`src/rtl/uad_pkg.sv`:
```
// ----------------------------------------------------------------------------
// uad_pkg
// Shared types, sizes and helpers for the unsigned-to-ASCII digit converter.
// ----------------------------------------------------------------------------
package uad_pkg;

  localparam int FIELD_WIDTH = 32;
  localparam int VALUE_WIDTH = 32;
  localparam int CONV_WIDTH  = (VALUE_WIDTH < FIELD_WIDTH) ? VALUE_WIDTH : FIELD_WIDTH;
  // decimal digits needed for CONV_WIDTH bits: ceil(width * log10(2))
  localparam int LANES       = (CONV_WIDTH * 30103 + 99999) / 100000;
  localparam int LANE_BITS   = LANES * 4;
  localparam int PAD_W       = LANE_BITS - CONV_WIDTH;
  localparam int REM_W       = $clog2(LANES + 1);
  localparam int BIT_CNT_W   = $clog2(CONV_WIDTH + 1);
  localparam int CNT_W       = 4;

  localparam logic [6:0] CHAR_ZERO    = 7'd48;
  localparam logic [6:0] CHAR_UPPER_A = 7'd65;
  localparam logic [6:0] CHAR_LOWER_A = 7'd97;

  typedef enum logic [1:0] {
    REQ_DEC       = 2'd0,
    REQ_HEX_LOWER = 2'd1,
    REQ_HEX_UPPER = 2'd2
  } req_type_t;

  typedef struct packed {
    logic [1:0]             req_type;
    logic [FIELD_WIDTH-1:0] value;
  } in_item_t;

  typedef struct packed {
    logic [6:0]       ascii_char;
    logic             last_char;
    logic [CNT_W-1:0] char_count;
  } out_item_t;

  typedef logic [LANES-1:0][3:0] lanes_t;

  typedef struct packed {
    logic   valid;
    logic   upper;
    lanes_t lanes;
  } conv_result_t;

  function automatic logic [6:0] digit_char(input logic [3:0] nib, input logic upper);
    logic [6:0] c;
    if (nib < 4'd10) begin
      c = CHAR_ZERO + {3'b000, nib};
    end else if (upper) begin
      c = CHAR_UPPER_A + {3'b000, nib - 4'd10};
    end else begin
      c = CHAR_LOWER_A + {3'b000, nib - 4'd10};
    end
    return c;
  endfunction

endpackage

```
`src/rtl/uad_conv.sv`:
```
// ----------------------------------------------------------------------------
// uad_conv
// Digit loader: hex values load straight into nibble lanes, decimal values
// run a bit-serial shift-add-3 conversion, one input bit per cycle.
// ----------------------------------------------------------------------------
module uad_conv (
  input  logic                 clk,
  input  logic                 rst_n,
  input  logic                 start,
  input  uad_pkg::in_item_t    item,
  output logic                 busy,
  output uad_pkg::conv_result_t result
);

  typedef enum logic [1:0] {
    C_IDLE  = 2'b01,
    C_SHIFT = 2'b10
  } conv_state_t;

  conv_state_t                        state_r, state_nxt;
  logic                               done_r, done_nxt;
  logic                               upper_r, upper_nxt;
  uad_pkg::lanes_t                    lanes_r, lanes_nxt;
  logic [uad_pkg::CONV_WIDTH-1:0]     bits_r, bits_nxt;
  logic [uad_pkg::BIT_CNT_W-1:0]      cnt_r, cnt_nxt;
  uad_pkg::lanes_t                    adj;
  logic [uad_pkg::LANE_BITS-1:0]      adj_bits;

  always_comb begin
    for (int i = 0; i < uad_pkg::LANES; i++) begin
      adj[i] = (lanes_r[i] >= 4'd5) ? lanes_r[i] + 4'd3 : lanes_r[i];
    end
  end

  assign adj_bits = adj;

  always_comb begin
    state_nxt = state_r;
    done_nxt  = 1'b0;
    upper_nxt = upper_r;
    lanes_nxt = lanes_r;
    bits_nxt  = bits_r;
    cnt_nxt   = cnt_r;
    case (state_r)
      C_IDLE: begin
        if (start) begin
          upper_nxt = (item.req_type != uad_pkg::REQ_HEX_LOWER);
          if (item.req_type == uad_pkg::REQ_DEC) begin
            lanes_nxt = '0;
            bits_nxt  = item.value[uad_pkg::CONV_WIDTH-1:0];
            cnt_nxt   = uad_pkg::BIT_CNT_W'(uad_pkg::CONV_WIDTH);
            state_nxt = C_SHIFT;
          end else begin
            lanes_nxt = {{uad_pkg::PAD_W{1'b0}}, item.value[uad_pkg::CONV_WIDTH-1:0]};
            done_nxt  = 1'b1;
          end
        end
      end
      C_SHIFT: begin
        lanes_nxt = {adj_bits[uad_pkg::LANE_BITS-2:0], bits_r[uad_pkg::CONV_WIDTH-1]};
        bits_nxt  = {bits_r[uad_pkg::CONV_WIDTH-2:0], 1'b0};
        cnt_nxt   = cnt_r - 1'b1;
        if (cnt_r == uad_pkg::BIT_CNT_W'(1)) begin
          done_nxt  = 1'b1;
          state_nxt = C_IDLE;
        end
      end
      default: begin
        state_nxt = C_IDLE;
      end
    endcase
  end

  always_ff @(posedge clk) begin
    if (!rst_n) begin
      state_r <= C_IDLE;
      done_r  <= 1'b0;
    end else begin
      state_r <= state_nxt;
      done_r  <= done_nxt;
    end
    upper_r <= upper_nxt;
    lanes_r <= lanes_nxt;
    bits_r  <= bits_nxt;
    cnt_r   <= cnt_nxt;
  end

  assign busy         = (state_r == C_SHIFT) || done_r;
  assign result.valid = done_r;
  assign result.upper = upper_r;
  assign result.lanes = lanes_r;

endmodule

```
`src/rtl/uad_emit.sv`:
```
// ----------------------------------------------------------------------------
// uad_emit
// Digit emitter: drops leading zero digits one per cycle, then shifts the
// remaining digits out most significant first through an output register.
// ----------------------------------------------------------------------------
module uad_emit (
  input  logic                  clk,
  input  logic                  rst_n,
  input  uad_pkg::conv_result_t conv,
  output logic                  busy,
  output logic                  out_valid,
  input  logic                  out_stall,
  output uad_pkg::out_item_t    out_item
);

  typedef enum logic [2:0] {
    E_IDLE = 3'b001,
    E_SKIP = 3'b010,
    E_EMIT = 3'b100
  } emit_state_t;

  emit_state_t                  state_r, state_nxt;
  uad_pkg::lanes_t              lanes_r, lanes_nxt;
  logic                         upper_r, upper_nxt;
  logic [uad_pkg::REM_W-1:0]    rem_r, rem_nxt;
  logic [uad_pkg::REM_W-1:0]    len_r, len_nxt;
  logic                         out_valid_r, out_valid_nxt;
  uad_pkg::out_item_t           out_r, out_nxt;
  logic [3:0]                   top;
  logic                         last;
  logic                         load;

  assign top  = lanes_r[uad_pkg::LANES-1];
  assign last = (rem_r == uad_pkg::REM_W'(1));
  assign load = (state_r == E_EMIT) && (!out_valid_r || !out_stall);

  always_comb begin
    state_nxt     = state_r;
    lanes_nxt     = lanes_r;
    upper_nxt     = upper_r;
    rem_nxt       = rem_r;
    len_nxt       = len_r;
    out_nxt       = out_r;
    out_valid_nxt = out_valid_r && out_stall;
    case (state_r)
      E_IDLE: begin
        if (conv.valid) begin
          lanes_nxt = conv.lanes;
          upper_nxt = conv.upper;
          rem_nxt   = uad_pkg::REM_W'(uad_pkg::LANES);
          state_nxt = E_SKIP;
        end
      end
      E_SKIP: begin
        if (top == 4'd0 && !last) begin
          lanes_nxt = {lanes_r[uad_pkg::LANES-2:0], 4'd0};
          rem_nxt   = rem_r - 1'b1;
        end else begin
          len_nxt   = rem_r;
          state_nxt = E_EMIT;
        end
      end
      E_EMIT: begin
        if (load) begin
          out_nxt.ascii_char = uad_pkg::digit_char(top, upper_r);
          out_nxt.last_char  = last;
          out_nxt.char_count = last ? uad_pkg::CNT_W'(len_r) : '0;
          out_valid_nxt      = 1'b1;
          lanes_nxt          = {lanes_r[uad_pkg::LANES-2:0], 4'd0};
          rem_nxt            = rem_r - 1'b1;
          if (last) begin
            state_nxt = E_IDLE;
          end
        end
      end
      default: begin
        state_nxt = E_IDLE;
      end
    endcase
  end

  always_ff @(posedge clk) begin
    if (!rst_n) begin
      state_r     <= E_IDLE;
      out_valid_r <= 1'b0;
    end else begin
      state_r     <= state_nxt;
      out_valid_r <= out_valid_nxt;
    end
    lanes_r <= lanes_nxt;
    upper_r <= upper_nxt;
    rem_r   <= rem_nxt;
    len_r   <= len_nxt;
    out_r   <= out_nxt;
  end

  assign busy      = (state_r != E_IDLE);
  assign out_valid = out_valid_r;
  assign out_item  = out_r;

endmodule

```
`src/rtl/unsigned_to_ascii_digits.sv`:
```
// ----------------------------------------------------------------------------
// unsigned_to_ascii_digits
// Converts an unsigned value to ASCII decimal or hex digits, MSB first.
// ----------------------------------------------------------------------------
// One number is in flight at a time; in_stall stays high from the accepted
// transfer until the last character has been loaded into the output register.
// A decimal request passes through the accepting cycle, the bit-serial
// shift-add-3 conversion, a handoff into the emitter, the dropping of leading
// zeros and emitting of characters (always 10 together) and a switch from
// dropping to emitting before the next request can be accepted. A hex request
// skips the conversion. While the output register is full and stalled, the
// request is held up. Characters leave at one per cycle while out_stall is
// low; last_char marks the final one, which also carries char_count. Request
// type 3 behaves as upper-case hex.
module unsigned_to_ascii_digits (
  input  logic               clk,
  input  logic               rst_n,
  input  logic               in_valid,
  output logic               in_stall,
  input  uad_pkg::in_item_t  in_item,
  output logic               out_valid,
  input  logic               out_stall,
  output uad_pkg::out_item_t out_item
);

  logic                  accept;
  logic                  conv_busy;
  logic                  emit_busy;
  uad_pkg::conv_result_t conv;

  assign in_stall = conv_busy || emit_busy;
  assign accept   = in_valid && !in_stall;

  uad_conv u_conv (
    .clk    (clk),
    .rst_n  (rst_n),
    .start  (accept),
    .item   (in_item),
    .busy   (conv_busy),
    .result (conv)
  );

  uad_emit u_emit (
    .clk       (clk),
    .rst_n     (rst_n),
    .conv      (conv),
    .busy      (emit_busy),
    .out_valid (out_valid),
    .out_stall (out_stall),
    .out_item  (out_item)
  );

endmodule

```
`config.mk`:
```
export PLATFORM = sky130hd
export DESIGN_NAME = unsigned_to_ascii_digits
export DESIGN_NICKNAME = d
export VERILOG_FILES = /design/src/rtl/uad_pkg.sv /design/src/rtl/uad_conv.sv /design/src/rtl/uad_emit.sv /design/src/rtl/unsigned_to_ascii_digits.sv
export SDC_FILE = /design/constraint.sdc
export NUM_CORES = 1
export LEC_CHECK = 0
export BUFFER_PORTS_ARGS = -buffer_cell sky130_fd_sc_hd__buf_4
export CORE_MARGIN = 2
export CORE_UTILIZATION = 55
export CTS_CLUSTER_DIAMETER = 50
export CTS_CLUSTER_SIZE = 24
export DETAILED_ROUTE_END_ITERATION = 10
export PLACE_DENSITY_LB_ADDON = 0.1
export SLEW_MARGIN = 20
export SYNTH_ARGS = -nofsm -noshare
export SYNTH_HDL_FRONTEND = slang
export SYNTH_SLANG_ARGS = --single-unit
```
`constraint.sdc`:
```
create_clock -name clk -period 6.4 [get_ports clk]
set_input_delay 1.28 -clock clk [delete_from_list [all_inputs] [get_ports clk]]
set_output_delay 1.28 -clock clk [all_outputs]
set_load 0.1 [all_outputs]
```
==> qor.txt <==
===================================================================================
Inserted Diodes ......................................................            0
Largest net degree at the start of global routing ....................           76
Leading cell type in the layout, fill and taps excluded .............. sky130_fd_sc_hd__edfxtp_1
Final clock period utilization by the worst path .....................        50.1%
Total DRC errors in the routed layout ................................            0
Main flop type after synthesis ....................................... sky130_fd_sc_hd__edfxtp_1
Register bit count reported by yosys .................................          147
Min Tclk post-route ..................................................      3.20 ns
Power density over cell area .........................................  271 mW/mm^2
Fin nets .............................................................          698
Wire length per cell after detailed routing ..........................      17.0 um
Global-route wire length before repair ...............................     23200 um
Number of hold-repair buffers added at the cts stage .................            0
Post-synth EDFFs .....................................................          140
Number of max-slew violations in the final report ....................            0
Number of antenna violations at the first check in global routing ....            0
Part of the Yosys area used for sequential elements ..................        58.3%
Worst setup slack before clock tree synthesis ........................      2.66 ns
Tightest Pin Transition ..............................................      1.05 ns
Worst Skew ...........................................................   0.00600 ns
Mapped Nets ..........................................................          652
Post-CTS setup repair buffer count ...................................            0
Clock buffer depth ...................................................            2
Clk root buf ......................................................... sky130_fd_sc_hd__clkbuf_16
CP Capture Point ..................................................... u_conv.bits_r[29]
Count of placed standard cells in the final layout, fillers left out .          820
I/O Pins .............................................................           52
Chip width ...........................................................       120 um
TritonCTS sink count .................................................          147
TritonCTS clock tree .................................................        built
Cells taking the most area after synthesis ........................... sky130_fd_sc_hd__edfxtp_1 (56%), sky130_fd_sc_hd__ha_1 (4.9%), sky130_fd_sc_hd__mux2_1 (4.8%), sky130_fd_sc_hd__mux2_2 (4.1%), sky130_fd_sc_hd__nand2_1 (2.6%)
Final hold vios ......................................................            0
Setup crit end kind ..................................................     register
Highest clock frequency the design can meet ..........................    0.312 GHz
CP Class ............................................................. input port to register
Type of origin of the critical path ..................................   input port
WP data required .....................................................      6.52 ns
TritonCTS Buffers ....................................................           17
Unrepaired setup endpoints after global routing ......................        false
Mean Syn Cell Area ...................................................   12.7 sq um
Worst vdd rail ir drop ...............................................     0.187 mV
Average vias per placed instance .....................................         5.80
H-tree depth reported by CTS .........................................            4
Detailed-router iteration count before antenna repair ................            5
Half-perimeter wire length after placement ...........................      9000 um
Max-Slew Margin vs Limit .............................................        29.9%
PortBufs .............................................................           51
Netlist cell types ...................................................           54
Setup slack of the most critical reg-to-reg path .....................      3.64 ns
Most frequent cells in the layout .................................... sky130_fd_sc_hd__edfxtp_1 (140), sky130_fd_sc_hd__buf_4 (55), sky130_fd_sc_hd__nand2_1 (52)
Net switching power of the design ....................................   0.000557 W
Crit Path Max Fanout .................................................           25
Status ............................................................... finished, final reports clean
Fraction of registers with async set/reset ...........................           0%
Drt total wl .........................................................     13900 um
Initial core utilization .............................................        56.3%
Total instance count after detailed placement ........................          788
Resized Gates After CTS ..............................................            0
Max-capacitance violation count ......................................            0
Share of the synthesized area in the top cell type ...................        56.4%
Share of total power in combinational logic ..........................        11.4%
Cell Rows ............................................................           42
Insertion delay to the later sink of the worst-skew pair .............      0.42 ns
Detail Route Antenna Nets ............................................            0
Net switching fraction of the power ..................................        24.1%
Die Y-Extent .........................................................       120 um
Arrival time of data at the critical path endpoint ...................      3.33 ns
Worst Slack Setup Final ..............................................      3.20 ns
Startpoint of the worst-slack reg-to-reg timing path ................. u_emit.rem_r[0]
Number of DRC markers in iteration 0 .................................          358
Static leakage .......................................................      3.14 nW
Worst setup path startpoint ..........................................  in_item[33]
Share of final-layout standard cells stronger than drive strength 1 ..        19.3%
Hold WC Path Type .................................................... register to register
Area of the mapped netlist ........................................... 0.00745 sq mm
Final setup violating endpoints ......................................            0
End of the worst register-to-register path ........................... u_emit.lanes_r[7]
Clock slew seen by the registers of the worst setup and hold paths ...      0.06 ns
Area growth syn-to-layout ............................................        14.1%
DIE AREA ............................................................. 0.0145 sq mm
GR Util All Layers ...................................................        20.6%
Gp weighted congestion ...............................................        0.809
Number of cells traversed by the worst register-to-register path .....            4
Yosys warning count ..................................................            0
Sum of overflow across all layers after global routing ...............            0
Internal power .......................................................    0.00175 W
Vias in the first global route .......................................         4609
Cell type contributing the most total cell area after synthesis ...... sky130_fd_sc_hd__edfxtp_1
Post-Syn Instances ...................................................          585
Seq pwr share ........................................................        52.2%
Proportion of power drawn by the clock network .......................        36.4%
Setup TNS after final layout .........................................         0 ns
Sum of internal, switching and leakage power .........................    0.00231 W
Total via count in the routed design .................................         4757
Core area ............................................................ 0.0132 sq mm
===================================================================================
==> power by group through the flow <==
stage / clock network [W] / registers (W) / logic [W]
finish: 0.000839 / 0.00120 / 0.000263
global route: 0.000895 / 0.00121 / 0.000294
CTS: 0.000851 / 0.00120 / 0.000265
detailed placement: 0 / 0.00122 / 0.000263
global placement: 0 / 0.00122 / 0.000247
floorplan: 0 / 0.00120 / 0.000192
==> stage by stage <==
step | instance area, sq um | util (%) | hold WS (ns)
final | 8500 | 64.2 | 0.420
after global routing | 8500 | 64.2 | 0.424
after CTS | 8500 | 64.2 | 0.423
after detailed placement | 8010 | 60.5 | 0.408
after global placement | 7980 | 60.3 | 0.411
after floorplan | 7450 | - | 0.400
==> worst min path at each step <==
stage	slack, ns	end	cells after the start	startpoint
global route	0.42	u_emit.upper_r	0	u_conv.upper_r
detailed placement	0.41	u_emit.upper_r	0	u_conv.upper_r
floorplan	0.40	u_emit.upper_r	0	u_conv.upper_r
global placement	0.41	u_emit.upper_r	0	u_conv.upper_r
finish	0.42	u_emit.upper_r	0	u_conv.upper_r
CTS	0.42	u_emit.upper_r	0	u_conv.upper_r
==> synth_stat cells, types with 2 or more instances <==
master and number:
sky130_fd_sc_hd__edfxtp_1 140, sky130_fd_sc_hd__nand2_1 52, sky130_fd_sc_hd__inv_1 32, sky130_fd_sc_hd__mux2_1 32, sky130_fd_sc_hd__ha_1 29, sky130_fd_sc_hd__mux2_2 27, sky130_fd_sc_hd__a21oi_1 21, sky130_fd_sc_hd__nand2b_1 17
sky130_fd_sc_hd__and3_1 14, sky130_fd_sc_hd__o21ai_0 14, sky130_fd_sc_hd__clkbuf_1 12, sky130_fd_sc_hd__nor2_1 12, sky130_fd_sc_hd__nor2b_1 11, sky130_fd_sc_hd__nor3b_1 11, sky130_fd_sc_hd__nand4_1 10, sky130_fd_sc_hd__o22ai_1 10
sky130_fd_sc_hd__a31oi_1 9, sky130_fd_sc_hd__and2_1 9, sky130_fd_sc_hd__nand3_1 9, sky130_fd_sc_hd__a2111o_1 8, sky130_fd_sc_hd__and3b_1 8, sky130_fd_sc_hd__buf_1 8, sky130_fd_sc_hd__a211o_1 7, sky130_fd_sc_hd__a311o_1 7
sky130_fd_sc_hd__a31o_2 7, sky130_fd_sc_hd__dfxtp_1 7, sky130_fd_sc_hd__a2bb2oi_1 6, sky130_fd_sc_hd__buf_2 6, sky130_fd_sc_hd__nor4_1 6, sky130_fd_sc_hd__xnor2_1 5, sky130_fd_sc_hd__mux2i_1 4, sky130_fd_sc_hd__nor3_1 4
sky130_fd_sc_hd__buf_4 3, sky130_fd_sc_hd__nand3b_1 3, sky130_fd_sc_hd__nor4b_1 3, sky130_fd_sc_hd__o31ai_1 2, sky130_fd_sc_hd__or2_2 2, sky130_fd_sc_hd__xor2_1 2
==> per-layer routing <==
metal,track usage (%),vias up,routed length (um)
met5,0,-,0
met4,7.34,0,201
met3,4.53,16,620
met2,31.0,107,6460
met1,29.7,2312,6670
li1,-,2322,-
==> worst max-delay path, stage by stage <==
cell and delay (ns):
sky130_fd_sc_hd__buf_4 0.11, sky130_fd_sc_hd__nor2_1 0.71, sky130_fd_sc_hd__nand4_1 0.38, sky130_fd_sc_hd__a21oi_4 0.58, sky130_fd_sc_hd__buf_16 0.24
==> state kept, by name (all words and copies together), names as in the netlist, 2 cells and up <==
signal           count
u_emit.top           4
u_conv.bits_r       32
u_emit.lanes_r      36
u_emit.rem_r         4
u_conv.cnt_r         6
u_emit.len_r         4
u_conv.result       40
u_conv.state_r       2
u_emit.state_r       3
u_emit.out_item     12
==> final cells by class <==
type | instances | area (sq um)
Fill cell | 1032 | 4750
Sequential cell | 147 | 4340
Multi-Input combinational cell | 377 | 2880
Clock buffer | 23 | 448
Timing Repair Buffer | 56 | 440
Tap cell | 176 | 220
Inverter | 32 | 120
Clock inverter | 9 | 40.0
==> cells by family after synthesis <==
kind of cell | synth area share [%]
AOI/OAI and AO/OA | 9.91
xor gates and xnor gates | 0.823
adders and majority gates | 4.87
buffers and inverters | 3.33
DFF | 58.3
muxes | 9.46
and+or+nand+nor | 13.3
Power figures use the tool's default switching activity.
